File: src/ahrd_pkg.sv
// types, character codes and hex decode shared by the deframer files
package ahrd_pkg;

  typedef enum logic {
    CMD_ARM  = 1'b0,
    CMD_BYTE = 1'b1
  } cmd_e;

  typedef enum logic {
    KIND_DATA   = 1'b0,
    KIND_STATUS = 1'b1
  } kind_e;

  typedef enum logic [2:0] {
    ST_ACK        = 3'd0,
    ST_NAK        = 3'd1,
    ST_DATA_OK    = 3'd2,
    ST_CSUM_ERR   = 3'd3,
    ST_FORMAT_ERR = 3'd4
  } status_e;

  localparam logic [7:0] CH_STX = 8'h02;
  localparam logic [7:0] CH_ETX = 8'h03;
  localparam logic [7:0] CH_ACK = 8'h06;
  localparam logic [7:0] CH_NAK = 8'h15;

  localparam int unsigned PosW = 10;

  // '0'..'9' and anything below give c-0x30, the rest c-0x37, low nibble kept
  function automatic logic [3:0] hex_nibble(input logic [7:0] c);
    logic [7:0] diff;
    if (c <= 8'h39) begin
      diff = c - 8'h30;
    end else begin
      diff = c - 8'h37;
    end
    return diff[3:0];
  endfunction

endpackage

File: src/ascii_hex_response_deframer_core.sv
// reply frame checker for an stx/etx ascii hex link with an 8-bit sum checksum
//
//   channel | handshake           | payload
//   --------+---------------------+---------------------------------------------
//   in      | in_valid_i/ready_o  | cmd_i, expect_read_i, data_len_i, rx_byte_i
//   out     | out_valid_o/ready_i | kind_o, data_byte_o, byte_index_o, status_o
//
// one item per cycle while the result side is not stalled: each item is decoded in a
// single pass of logic from the transaction state into the result register, so the
// result shows in the cycle after the item is taken
// the result register parts the two sides: a new item is taken whenever the
// result register is empty or its result is taken in the same cycle
// reset clears the transaction state and the result valid flag
module ascii_hex_response_deframer_core
  import ahrd_pkg::*;
(
  input  logic       clk_i,
  input  logic       rst_ni,
  input  logic       in_valid_i,
  output logic       in_ready_o,
  input  logic       cmd_i,
  input  logic       expect_read_i,
  input  logic [7:0] data_len_i,
  input  logic [7:0] rx_byte_i,
  output logic       out_valid_o,
  input  logic       out_ready_i,
  output logic       kind_o,
  output logic [7:0] data_byte_o,
  output logic [7:0] byte_index_o,
  output logic [2:0] status_o
);

  // transaction state
  logic            armed_q, armed_d;
  logic [PosW-1:0] len_q, len_d;
  logic [PosW-1:0] pos_q, pos_d;
  logic [7:0]      first_q, first_d;
  logic [7:0]      sum_q, sum_d;
  logic [3:0]      hnib_q, hnib_d;
  logic            etx_q, etx_d;

  // result register
  logic            out_valid_q, out_valid_d;
  kind_e           kind_q, kind_d;
  logic [7:0]      dbyte_q, dbyte_d;
  logic [7:0]      bidx_q, bidx_d;
  status_e         status_q, status_d;

  logic            in_acc;
  logic            res_valid;

  // pass-through helpers for the decode
  logic [PosW:0]   idx_p3;
  logic [PosW:0]   idx_p2;
  logic [PosW:0]   len_x;
  logic [3:0]      nib;
  logic [7:0]      fb;
  logic [7:0]      recv;
  logic [PosW-1:0] half_idx;

  assign in_ready_o = !out_valid_q || out_ready_i;
  assign in_acc     = in_valid_i && in_ready_o;

  assign idx_p3   = {1'b0, pos_q} + (PosW+1)'(3);
  assign idx_p2   = {1'b0, pos_q} + (PosW+1)'(2);
  assign len_x    = {1'b0, len_q};
  assign nib      = hex_nibble(rx_byte_i);
  assign recv     = {hnib_q, nib};
  assign half_idx = (pos_q >> 1) - PosW'(1);

  // decode one item against the transaction state
  always_comb begin
    armed_d   = armed_q;
    len_d     = len_q;
    pos_d     = pos_q;
    first_d   = first_q;
    sum_d     = sum_q;
    hnib_d    = hnib_q;
    etx_d     = etx_q;
    res_valid = 1'b0;
    kind_d    = KIND_STATUS;
    dbyte_d   = 8'h00;
    bidx_d    = 8'h00;
    status_d  = ST_ACK;
    fb        = first_q;

    if (in_acc) begin
      if (cmd_e'(cmd_i) == CMD_ARM) begin
        // start over; a running transaction is dropped silently
        armed_d = 1'b1;
        len_d   = expect_read_i ? ({1'b0, data_len_i, 1'b0} + PosW'(4)) : PosW'(1);
        pos_d   = '0;
        first_d = 8'h00;
        sum_d   = 8'h00;
        hnib_d  = 4'h0;
        etx_d   = 1'b0;
      end else if (armed_q && (pos_q < len_q)) begin
        pos_d = pos_q + PosW'(1);
        if (pos_q == '0) begin
          first_d = rx_byte_i;
          fb      = rx_byte_i;
          if (rx_byte_i == CH_NAK) begin
            // leading nak closes the transaction at once
            armed_d   = 1'b0;
            res_valid = 1'b1;
            status_d  = ST_NAK;
          end
        end else if (idx_p3 <= len_x) begin
          sum_d = sum_q + rx_byte_i;
          if (idx_p3 == len_x) begin
            etx_d = (rx_byte_i == CH_ETX);
          end else if (pos_q[0]) begin
            hnib_d = nib;
          end else begin
            // second character of a pair: provisional data byte
            res_valid = 1'b1;
            kind_d    = KIND_DATA;
            dbyte_d   = {hnib_q, nib};
            bidx_d    = half_idx[7:0];
          end
        end else if (idx_p2 == len_x) begin
          hnib_d = nib;
        end

        // last expected byte: final status
        if (!res_valid && (pos_d == len_q)) begin
          armed_d   = 1'b0;
          res_valid = 1'b1;
          if (fb == CH_ACK) begin
            status_d = ST_ACK;
          end else if (fb == CH_NAK) begin
            status_d = ST_NAK;
          end else if ((fb == CH_STX) && (len_q > PosW'(3)) && etx_q) begin
            status_d = (recv == sum_q) ? ST_DATA_OK : ST_CSUM_ERR;
          end else begin
            status_d = ST_FORMAT_ERR;
          end
        end
      end
    end
  end

  // result register valid: set by a new result, held while stalled
  always_comb begin
    if (in_acc) begin
      out_valid_d = res_valid;
    end else if (out_ready_i) begin
      out_valid_d = 1'b0;
    end else begin
      out_valid_d = out_valid_q;
    end
  end

  always_ff @(posedge clk_i or negedge rst_ni) begin
    if (!rst_ni) begin
      armed_q     <= 1'b0;
      len_q       <= '0;
      pos_q       <= '0;
      first_q     <= 8'h00;
      sum_q       <= 8'h00;
      hnib_q      <= 4'h0;
      etx_q       <= 1'b0;
      out_valid_q <= 1'b0;
    end else begin
      armed_q     <= armed_d;
      len_q       <= len_d;
      pos_q       <= pos_d;
      first_q     <= first_d;
      sum_q       <= sum_d;
      hnib_q      <= hnib_d;
      etx_q       <= etx_d;
      out_valid_q <= out_valid_d;
    end
  end

  // result payload, loaded only with a new result
  always_ff @(posedge clk_i) begin
    if (in_acc && res_valid) begin
      kind_q   <= kind_d;
      dbyte_q  <= dbyte_d;
      bidx_q   <= bidx_d;
      status_q <= status_d;
    end
  end

  assign out_valid_o  = out_valid_q;
  assign kind_o       = kind_q;
  assign data_byte_o  = dbyte_q;
  assign byte_index_o = bidx_q;
  assign status_o     = status_q;

endmodule

File: config.mk
export PLATFORM = sky130hd
export DESIGN_NAME = ascii_hex_response_deframer_core
export DESIGN_NICKNAME = d
export VERILOG_FILES = /design/src/ahrd_pkg.sv /design/src/ascii_hex_response_deframer_core.sv
export SDC_FILE = /design/constraint.sdc
export NUM_CORES = 1
export LEC_CHECK = 0
export ABC_AREA = 1
export CAP_MARGIN = 20
export CORE_MARGIN = 2
export CORE_UTILIZATION = 60
export CTS_CLUSTER_DIAMETER = 150
export CTS_CLUSTER_SIZE = 10
export DETAILED_ROUTE_END_ITERATION = 10
export DONT_BUFFER_PORTS = 1
export PLACE_DENSITY = 0.79
export SLEW_MARGIN = 20
export SYNTH_ARGS = -nofsm -noshare
export SYNTH_HDL_FRONTEND = slang
export SYNTH_SLANG_ARGS = --single-unit
File: constraint.sdc
create_clock -name clk_i -period 7.4 [get_ports clk_i]
set_input_delay 1.48 -clock clk_i [delete_from_list [all_inputs] [get_ports clk_i]]
set_output_delay 1.48 -clock clk_i [all_outputs]
set_load 0.01 [all_outputs]
-- Word-level counts from Yosys, hierarchy flattened
Index checks and enable logic that the tools add are counted.
Widths: inputs -> output; s select.
- muxes and demuxes: 52
- $lt $le $gt $ge: 4
- reduce and logical (&&, ||, !) cells: 20
- add/subtract/negate cells: 8
- equal/unequal tests: 18
- bitwise logic cells: 4
- operator list (operator ; number):
    $mux 8 ; 9
    $mux 4 ; 8
    $mux 10 ; 3
    $mux 1 ; 28
    $add 10x2->11 const B ; 2
    $eq 11x10->1 ; 2
    $eq 8x2->1 const B ; 2
    $eq 8x5->1 const B ; 2
    $mux 3 ; 4
    $le 11x10->1 ; 1
    $add 10x1->10 const B ; 1
    $add 9x3->10 const B ; 1
    $eq 10x10->1 ; 1
    $gt 10x2->1 const B ; 1
    $logic_not 10->1 ; 1
    $lt 10x10->1 ; 1
    $ne 3x1->1 const B ; 3
    $add 8x8->8 ; 1
    $eq 8x3->1 const B ; 1
    $eq 8x8->1 ; 1
    $le 8x6->1 const B ; 1
    $reduce_and 4->1 ; 2
    $sub 8x1->8 const B ; 1
    $reduce_or 7->1 ; 1
    15 further kinds ; 28
- logic and storage cells: 118
- bits in registers: 63

-- Logic depth before layout (Yosys ltp)
Gate-level depths: netlist of the first run.
- depth after elaboration: 15
- mapped depth: 21
- gate-level depth less buffers: 21

-- Worst setup path before layout of the first run
No wires, ideal clock.
- path type: input-to-reg
- from: input out_ready_i
- to: register bidx_q[0] (netlist: byte_index_o[0]) (enable)
- path slack: 3.728 ns
- buffers on the path: 1
- stages: 9
- library setup time: 0.397 ns
- arrival time: 3.275 ns
- path through: inv_1 > nand2_1 > nand2_1 > inv_1 > nand2_1 > nor2_2 > inv_2 > buf_2 > nor2_1
- cells in the longest elaborated chain, start to end: 4
- RTL lines (item ; line ; source):
    start: declaration ; ascii_hex_response_deframer_core.sv:26 ; input logic out_ready_i,
    $logic_or 1x1->1 * ; ascii_hex_response_deframer_core.sv:61 ; assign in_ready_o = !out_valid_q || out_ready_i;
    via in_ready_o ; ascii_hex_response_deframer_core.sv:20 ; output logic in_ready_o,
    $logic_and 1x1->1 * ; ascii_hex_response_deframer_core.sv:62 ; assign in_acc = in_valid_i && in_ready_o;
    $mux 1 ; ascii_hex_response_deframer_core.sv:87 ; if (in_acc) begin
    $logic_and 1x1->1 * ; ascii_hex_response_deframer_core.sv:178 ; if (in_acc && res_valid) begin
    end signal: assignment ; ascii_hex_response_deframer_core.sv:181 ; bidx_q <= bidx_d;
    end: declaration ; ascii_hex_response_deframer_core.sv:46 ; logic [7:0] bidx_q, bidx_d;
The timed path passes the listed nets; every way through them passes the cells marked *.
A chain may end at the register's enable or synchronous reset.

-- Worst setup path in the final report of the first run
- from: register pos_q[1]
- to: register bidx_q[1] (netlist: byte_index_o[1]) (enable)
- cells in the longest elaborated chain, start to end: 15
- elaborated cells on any way between the ends: 21
- RTL lines (item ; line ; source):
    start: declaration ; ascii_hex_response_deframer_core.sv:36 ; logic [PosW-1:0] pos_q, pos_d;
    start signal: assignment ; ascii_hex_response_deframer_core.sv:167 ; pos_q <= pos_d;
    parallel branches: the longest is 11 deep, another holds $add 10x2->11 ; - ;
    $mux 1 * ; ascii_hex_response_deframer_core.sv:97 ; end else if (armed_q && (pos_q < len_q)) begin
    $mux 1 * ; ascii_hex_response_deframer_core.sv:88 ; if (cmd_e'(cmd_i) == CMD_ARM) begin
    $mux 1 * ; ascii_hex_response_deframer_core.sv:87 ;
    $logic_and 1x1->1 * ; ascii_hex_response_deframer_core.sv:178 ;
Every way passes the cells marked *. The select of a mux whose other input is x is not followed.

==> results of run 1 <==
how the worst max path moves through the flow:
stage          cells past startpoint   startpoint              end  slack [ns]
2_1_floorplan                      9  out_ready_i  byte_index_o[0]        3.73
3_3_place_gp                       4        cmd_i  byte_index_o[1]        3.73
3_5_place_dp                       4        cmd_i  byte_index_o[1]        3.61
4_1_cts                           17     pos_q[1]  byte_index_o[2]        3.64
5_1_grt                           17     pos_q[1]  byte_index_o[0]        3.28
6_report                          17     pos_q[1]  byte_index_o[1]        3.56
stage by stage:
step / total power [mW] / instances / setup WS [ns]
after floorplan: 1.093 / 656 / 3.728
after global placement: 1.242 / 751 / 3.732
final: 1.633 / 767 / 3.563
after detailed placement: 1.270 / 751 / 3.615
after global routing: 1.758 / 767 / 3.276
after CTS: 1.621 / 767 / 3.645
layer usage:
| metal | vias up | routed length (um) | track usage [%] |
|---|---|---|---|
| li1 | 2160 | - | - |
| met1 | 2042 | 5720 | 44.39 |
| met2 | 214 | 5735 | 47.50 |
| met3 | 34 | 1254 | 9.018 |
| met4 | 0 | 389 | 9.903 |
| met5 | - | 0 | 0 |
state kept, by name (all words and copies together) (netlist names):
signal / cells
armed_q: 1
byte_index_o: 8
data_byte_o: 8
etx_q: 1
first_q: 8
hnib_q: 4
kind_o: 1
len_q: 10
out_valid_o: 1
pos_q: 10
status_o: 3
sum_q: 8
critical path, delay by kind of cell (launching register included):
family,cells,cell delay [ns]
xor+xnor,1,0.16
simple gates,12,1.76
compound gates,1,0.24
buf+inv,1,0.21
flops,1,0.53
fa+ha+maj,2,0.53
cells in the final DEF (no fill, tap or decap), types with 10 or more instances in the layout:
master,netlist,routed
o22ai_1,16,16
xnor2_1,12,12
dfrtp_1,43,43
inv_1,73,73
xor2_1,22,22
a21oi_1,20,20
nor2_1,69,68
o21ai_0,21,21
nand3_1,62,62
nor2_2,19,20
ha_1,37,37
nand2_1,161,161
edfxtp_1,20,20
nand4_1,10,10
power breakdown:
part | internal, mW | switching [mW] | leakage [nW]
logic | 0.251 | 0.503 | 1.63
clock network | 0.194 | 0.155 | 0.112
registers | 0.443 | 0.0864 | 0.756
cells by family (layout without fill, tap and decap cells):
group                    count (synthesis)  after routing  share of synthesized area [%]
AND/OR/NAND/NOR                        351            351                          32.10
adder cells (fa/ha/maj)                 38             38                          9.827
XOR/XNOR                                35             35                          6.517
flip-flops                              63             63                          34.11
buffers and inverters                   89             95                          7.637
AO/OA/AOI/OAI                           80             80                          9.802
cell type report:
type	instances	share of cell area [%]
clock buffers	9	2.383
clock inverters	7	2.022
inverters	79	5.704
multi-input cells	504	55.11
flip-flops and latches	63	32.25
well taps	105	2.527
==> metrics.csv, run 1 <==
metric,value,unit
ant_nets,0,
arrival,3.80,ns
async_flop_share,68.25,%
skew,0.01611,ns
min_to,armed_q,
yosysSeqAreaShare,34.11,%
drtIter0Drc,439,
crit_path_top_delay_cell,nor2_2,
drtPass1Iterations,5,
ys_types,40,
syn2layout_area_growth,5.779,%
synth_nets,716,
timing.rr.end,byte_index_o[1],
cts_buffers,9,
cp_data_required_time,7.36,ns
hold_depth,2,
drcViolationCount,0,
max_freq,260.6,MHz
synth_commonest_cells,"nand2_1 (161), inv_1 (73), nor2_1 (69), nand3_1 (62), dfrtp_1 (43)",
clockRootBuffer,clkbuf_8,
regArea,1677,um2
rows,33,
grt_start_max_net_pins,44,
mappedNetlistArea,4915,um2
vias_per_cell,5.802,
path_class,register to register,
fin_crit_sh,51.85,%
critPathCaptureType,register,
antenna_found_initial,0,
slew_violations,0,
stdcell_area,5199,um2
relSlewSlack,29.00,%
hold_slack,0.4758,ns
final_hold_viol_count,0,
cp-start-kind,register,
grt_pass1_vias,4231,
die_h,94.51,um
worst_pin_slew,1.064,ns
p_per_area,314.1,nW/um2
syn_area_per_cell,7.492,um2
multi_input_area,2865,um2
synthCells,656,
peakVddDrop,0.2088,mV
synth_top_area_cell,dfrtp_1,
wl_per_cell,17.08,um
cts-resized-gates,0,
r2r_cells,17,
die_x,94.51,um
layout_min_cycle_time,3.837,ns
hold_buffers,0,
synth_edf_count,20,
routed_wl,13100,um
clock-sinks,63,
ios,44,
clk_latency,0.35,ns
post-synth-top-count-cell,nand2_1,
ys_ff_latch,63,
fin_nets,717,
die_area,8931,um2
synth_top_area_share,21.89,%
status,completed,
initial_core_util,60.73,%
finalSetupViolCount,0,
track_usage,31.62,%
post-dp-hpwl,10150,um
path_clk_slew,0.07,ns
place_congestion,0.9751,
fillers,718,
clockBufferDepth,2,
overflow,0,
cts_max_level,3,
place_area,4970,um2
worstPathCellList,inv_1 > ha_1 > a21oi_1 > nor2_1 > xor2_1 > ha_1 > nand2_1 > nor2_1 > nand2_1 > nor2_1 > nand2_2 > nand2_1 > nor2_1 > nand3_1 > nand2_1 > nor2_1 > nor2_2,
hold_path_class,register to register,
reg2reg_from,pos_q[1],
rsz0062_at_grt,no,
ys_dominant_reg_cell,dfrtp_1,
crit_top_cell,nor2_1,
vias,4450,
reg2reg_slack,3.56,ns
num_antenna_cells,0,
postLayoutCoreUtil,64.24,%
synth_area_leaders,"dfrtp_1 (22%), nand2_1 (12%), edfxtp_1 (12%), ha_1 (9.4%), nand3_1 (6.3%)",
post_cts_buffers,0,
crit_path_max_incr_delay,0.80,ns
grt_pass1_wl,21310,um
p_leak,2.500,nW
core_area,8093,um2
cts_tree,built,
crit_fanout,20,
hp-start,armed_q,
final_layout_size_suffix_gt1_share,9.819,%
maxCapViolCount,0,
ys_warn_count,0,
portBuffers,0,
fin_tns_setup,0,ns
(Power assumes the default switching activity.)
==> run 2, diff against run 1 <==
- clock period: 7.4 -> 4 ns (I/O delays scaled with it)
==> run 2 against run 1 <==
- worst hold slack got worse by 0.34 ns
- worst setup slack worse by 3.1 ns
- power up 90%
- first-iteration DRC count is 2.5% lower
- combinational power up 88%
- sequential share of layout area down 0.43 points
- clock skew decreased by 0.0059 ns
- clock power grew 100%
- die area did not move
- critical path type unchanged
- final cell count rose by 0.78%
- maximum frequency grew 8.5%
==> metrics.csv, run 2 (synthesis results as in run 1) <==
metric,value,unit,change
final_common_cell,nand2_1,,
finalPower,3.097,mW,+90%
slew_violations,0,,unchanged
initial_core_util,60.73,%,unchanged
path_class,register to register,,
hold_path_class,primary input to asynchronous set/reset pin,,
fin_tns_setup,0,ns,unchanged
hold_buffers,0,,unchanged
num_antenna_cells,0,,unchanged
crit_fanout,20,,unchanged
switching_share,44.64,%,-0.99 points
p_sw,1.382,mW,+85%
timing.rr.end,byte_index_o[4],,
ios,44,,unchanged
combPwrFrac,45.8,%,-0.4 points
grt_pass1_vias,4239,,+0.19%
ant_nets,0,,unchanged
clk_latency,0.35,ns,about the same
relSlewSlack,51.53,%,+23 points
clockBufferDepth,2,,unchanged
vias_per_cell,5.864,,+1.1%
fin_nets,723,,+0.84%
vias,4533,,+1.9%
drtPass1Iterations,5,,unchanged
final_layout_size_suffix_gt1_share,10.63,%,+0.81 points
finalSetupViolCount,0,,unchanged
power_frac_seq,31.4,%,-1.0 points
clockRootBuffer,clkbuf_8,,
fin_crit_sh,88.42,%,+37 points
arrival,3.51,ns,-0.29 ns
p_per_area,587.7,nW/um2,+87%
skew,0.01016,ns,-0.005949 ns
critPathCaptureType,register,,
peakVddDrop,0.3882,mV,+86%
rsz0062_at_grt,no,,
track_usage,31.72,%,+0.10 points
layout_min_cycle_time,3.537,ns,-0.3005 ns
final_hold_viol_count,0,,unchanged
cts_buffers,9,,unchanged
final_cell_mix,"nand2_1 (161), inv_1 (73), nor2_1 (68)",,
portBuffers,0,,unchanged
die_x,94.51,um,unchanged
worst_pin_slew,0.7244,ns,-0.3395 ns
die_area,8931,um2,unchanged
place_congestion,1.033,,+6.0%
p_leak,2.544,nW,+1.8%
clock-sinks,63,,unchanged
core_area,8093,um2,unchanged
drcViolationCount,0,,unchanged
cp-start-kind,register,,
maxCapViolCount,0,,unchanged
cts_tree,built,,
antenna_found_initial,0,,unchanged
final.setup.worst_slack,0.4633,ns,-3.100 ns
reg2reg_slack,0.46,ns,-3.10 ns
cts_max_level,3,,unchanged
cp_data_required_time,3.98,ns,-3.38 ns
rows,33,,unchanged
grt_pass1_wl,21450,um,+0.65%
drtIter0Drc,428,,-2.5%
grt_start_max_net_pins,44,,unchanged
syn2layout_area_growth,7.205,%,
max_freq,282.7,MHz,+8.5%
reg2reg_from,pos_q[1],,
path_clk_slew,0.08,ns,about the same
wl_per_cell,17.40,um,+1.9%
die_h,94.51,um,unchanged
post-dp-hpwl,10320,um,+1.6%
overflow,0,,unchanged
power_frac_clock,22.9,%,+1.5 points
routed_wl,13450,um,+2.7%
top_regs,"len_q x10, pos_q x10",,
preCtsSetupSlack,0.2542,ns,-3.360 ns
fillers,709,,-1.3%
p_int,1.714,mW,+93%
postLayoutCoreUtil,65.11,%,+0.87 points
status,completed,,
r2r_cells,17,,unchanged
-- run 2: cell types whose count changed in the layout (fill, tap and decap cells not counted), sizes merged --
| cell | change |
|---|---|
| inv | +2 |
| clkinv | -2 |
| bufinv | +1 |
| clkinvlp | -1 |
| buf | +6 |
-- run 2: per-stage QoR --
step                      instances  area (um2)  hold WS [ns]
final                           773        5269        0.1379
after global routing            773        5269        0.1237
after CTS                       773        5264        0.1287
after detailed placement        757        5015        0.4682
after global placement          757        5015        0.4576
after floorplan                 656        4915        0.4412
-- run 2: how the worst max path moves through the flow --
| stage | endpoint | from | cells past startpoint |
|---|---|---|---|
| final | byte_index_o[4] | pos_q[1] | 17 |
| after global routing | byte_index_o[7] | pos_q[1] | 17 |
| after global placement | data_byte_o[4] | pos_q[1] | 17 |
| after CTS | byte_index_o[0] | pos_q[1] | 17 |
| after detailed placement | byte_index_o[1] | pos_q[1] | 16 |
| after floorplan | byte_index_o[0] | pos_q[1] | 16 |
-- run 2: metal layers --
layer	global-route usage, %	wire, um
met5	0	0
met4	11.71	390
met3	5.108	1005
met2	47.50	5957
met1	46.40	6099
-- run 2: worst max-delay path, stage by stage (launching register included) --
cell and delay (ns):
dfrtp_1 0.53, inv_1 0.20, ha_1 0.25, a21oi_1 0.25, nor2_1 0.13, xor2_1 0.17, ha_1 0.29, nand2_1 0.08
nor2_1 0.06, nand2_1 0.05, nor2_1 0.04, nand2_2 0.07, nand2_1 0.07, nor2_1 0.11, nand3_1 0.16, nand2_1 0.13
nor2_1 0.09, nor2_4 0.47
-- run 2: cell type report --
| cell class | count | area (um2) | area share, % |
|---|---|---|---|
| clock inverter | 7 | 125.1 | 2.375 |
| clock buffer | 9 | 123.9 | 2.351 |
| multi-input combinational | 504 | 2870 | 54.48 |
| sequential | 63 | 1677 | 31.82 |
| timing repair buffer | 6 | 45.04 | 0.8549 |
| tap | 105 | 131.4 | 2.493 |
| inverter | 79 | 296.5 | 5.628 |
-- run 2: timing repair --
| item | in CTS | in global routing |
|---|---|---|
| setup buffers | 0 | 0 |
| setup endpoints to repair | 0 | 20 |
| resized for setup | 0 | 1 |
-- run 2: power groups by stage --
stage	clock [mW]	combinational [mW]	sequential, mW
final	0.708	1.42	0.972
after global routing	0.743	1.59	0.987
after CTS	0.715	1.39	0.969
after detailed placement	0	1.38	0.982
after global placement	0	1.34	0.974
after floorplan	0	1.08	0.937
==> run 3, diff against run 2 <==
- GPL_ROUTABILITY_DRIVEN: unset -> 0
- PLACE_DENSITY: 0.79 -> 0.87
- SETUP_SLACK_MARGIN: unset -> 0.4
==> run 3 against run 2 <==
- critical path depth grew 1
- register-to-register slack gained 0.21 ns
- sequential share of layout area grew 0.38 points
- power shrank 1.8%
- via count grew 3.8%
- largest cell class unchanged
- highest routed layer unchanged
==> metrics.csv, run 3 (synthesis results as in run 1) <==
metric,value,unit,change
reg2reg_from,pos_q[0],,
portBuffers,0,,unchanged
max_freq,300.7,MHz,+6.4%
clock-sinks,63,,unchanged
final_hold_viol_count,0,,unchanged
final_cells,769,,-0.52%
finalPower,3.039,mW,-1.8%
ant_nets,0,,unchanged
syn2layout_area_growth,6.034,%,
arrival,3.43,ns,-0.08 ns
cp-start-kind,register,,
clockRootBuffer,clkbuf_8,,
finalSetupViolCount,0,,unchanged
wl_per_cell,17.00,um,-2.3%
cts_buffers,9,,unchanged
rows,33,,unchanged
initial_core_util,60.73,%,unchanged
grt_pass1_vias,4417,,+4.2%
critPathCaptureType,register,,
r2r_cells,18,,+1
ios,44,,unchanged
slew_violations,0,,unchanged
stdcell_area,5211,um2,-1.1%
cp_data_required_time,4.10,ns,+0.12 ns
skew,0.01121,ns,+0.001052 ns
p_per_area,583.2,nW/um2,-0.76%
rsz0062_at_grt,no,,
p_leak,2.512,nW,-1.3%
path_clk_slew,0.09,ns,about the same
status,completed,,
fin_crit_sh,83.13,%,-5.3 points
num_antenna_cells,0,,unchanged
maxCapViolCount,0,,unchanged
antenna_found_initial,0,,unchanged
cts_max_level,3,,unchanged
cts_tree,built,,
die_x,94.51,um,unchanged
routed_wl,13080,um,-2.8%
place_area,4982,um2,-0.65%
die_area,8931,um2,unchanged
layout_min_cycle_time,3.325,ns,-0.2115 ns
drcViolationCount,0,,unchanged
path_class,register to register,,
final_layout_size_suffix_gt1_share,10.09,%,-0.54 points
hold_path_class,primary input to asynchronous set/reset pin,,
clk_latency,0.36,ns,about the same
track_usage,30.52,%,-1.2 points
final_common_cell,nand2_1,,
vias_per_cell,6.116,,+4.3%
vias,4703,,+3.8%
dp.cells,753,,-0.53%
final_cell_mix,"nand2_1 (161), inv_1 (73), nor2_1 (69)",,
timing.rr.end,data_byte_o[4],,
reg2reg_slack,0.67,ns,+0.21 ns
worst_pin_slew,0.7322,ns,+0.007842 ns
grt_start_max_net_pins,44,,unchanged
top_regs,"len_q x10, pos_q x10",,
clockBufferDepth,2,,unchanged
drtIter0Drc,522,,+22%
overflow,0,,unchanged
peakVddDrop,0.2962,mV,-24%
post-dp-hpwl,9855,um,-4.5%
fin_tns_setup,0,ns,unchanged
drtPass1Iterations,11,,+6
grt_pass1_wl,21250,um,-0.93%
hold_buffers,0,,unchanged
fillers,677,,-4.5%
crit_fanout,20,,unchanged
core_area,8093,um2,unchanged
relSlewSlack,51.01,%,-0.52 points
crit_start,pos_q[0],,
die_h,94.51,um,unchanged
fin_nets,719,,-0.55%
## run 3: area by class of cell
cell class	instances	area, um2	area share [%]
sequential	63	1678	32.20
clock inverter	7	103.9	1.993
multi-input combinational	504	2863	54.93
timing repair buffer	2	15.01	0.2881
inverter	79	296.5	5.690
clock buffer	9	123.9	2.377
tap	105	131.4	2.521
## run 3: stage by stage
| step | hold WS [ns] | worst slack, ns | utilization, % |
|---|---|---|---|
| 2_1_floorplan | 0.4412 | 0.5389 | - |
| 6_report | 0.1231 | 0.6747 | 64.39 |
| 5_1_grt | 0.1156 | 0.5028 | 64.39 |
| 3_5_place_dp | 0.4832 | 0.7820 | 61.56 |
| 3_3_place_gp | 0.4555 | 0.9028 | 61.56 |
| 4_1_cts | 0.1236 | 0.7154 | 64.38 |
## run 3: routing by layer
| layer | global-route usage, % | routed length (um) |
|---|---|---|
| met5 | 0 | 0 |
| met4 | 12.32 | 433 |
| met1 | 40.82 | 5269 |
| met2 | 48.63 | 5969 |
| met3 | 6.305 | 1403 |
## run 3: critical path, stage by stage, from the launching register on
cell	delay [ns]
dfrtp_1	0.56
inv_1	0.20
ha_1	0.28
nor2_4	0.17
nand2_1	0.09
xor2_1	0.15
ha_1	0.30
nand2_1	0.08
nor2_1	0.14
nand2_1	0.08
nor2_1	0.12
nand2_2	0.08
nand2_1	0.09
nor2_1	0.05
nand3_1	0.12
nand2_1	0.10
nor2_1	0.18
nor2_1	0.06
buf_4	0.22
## run 3: report_power, final
group	total (mW)	switching, mW	internal, mW
combinational	1.41	0.938	0.473
clock	0.656	0.296	0.359
sequential	0.974	0.154	0.819
total	3.04	1.39	1.65
## run 3: timing repair
| item | CTS | global route |
|---|---|---|
| buffers inserted | 0 | 0 |
| setup endpoints to repair | 0 | 20 |
| gates resized for setup | 0 | 1 |
## run 3: how the worst max path moves through the flow
stage               cells past startpoint              end  slack [ns]
global route                           18   data_byte_o[3]        0.50
detailed placement                     18   data_byte_o[5]        0.78
finish                                 18   data_byte_o[4]        0.67
floorplan                              16  byte_index_o[0]        0.54
global placement                       18   data_byte_o[5]        0.90
CTS                                    18  byte_index_o[2]        0.72
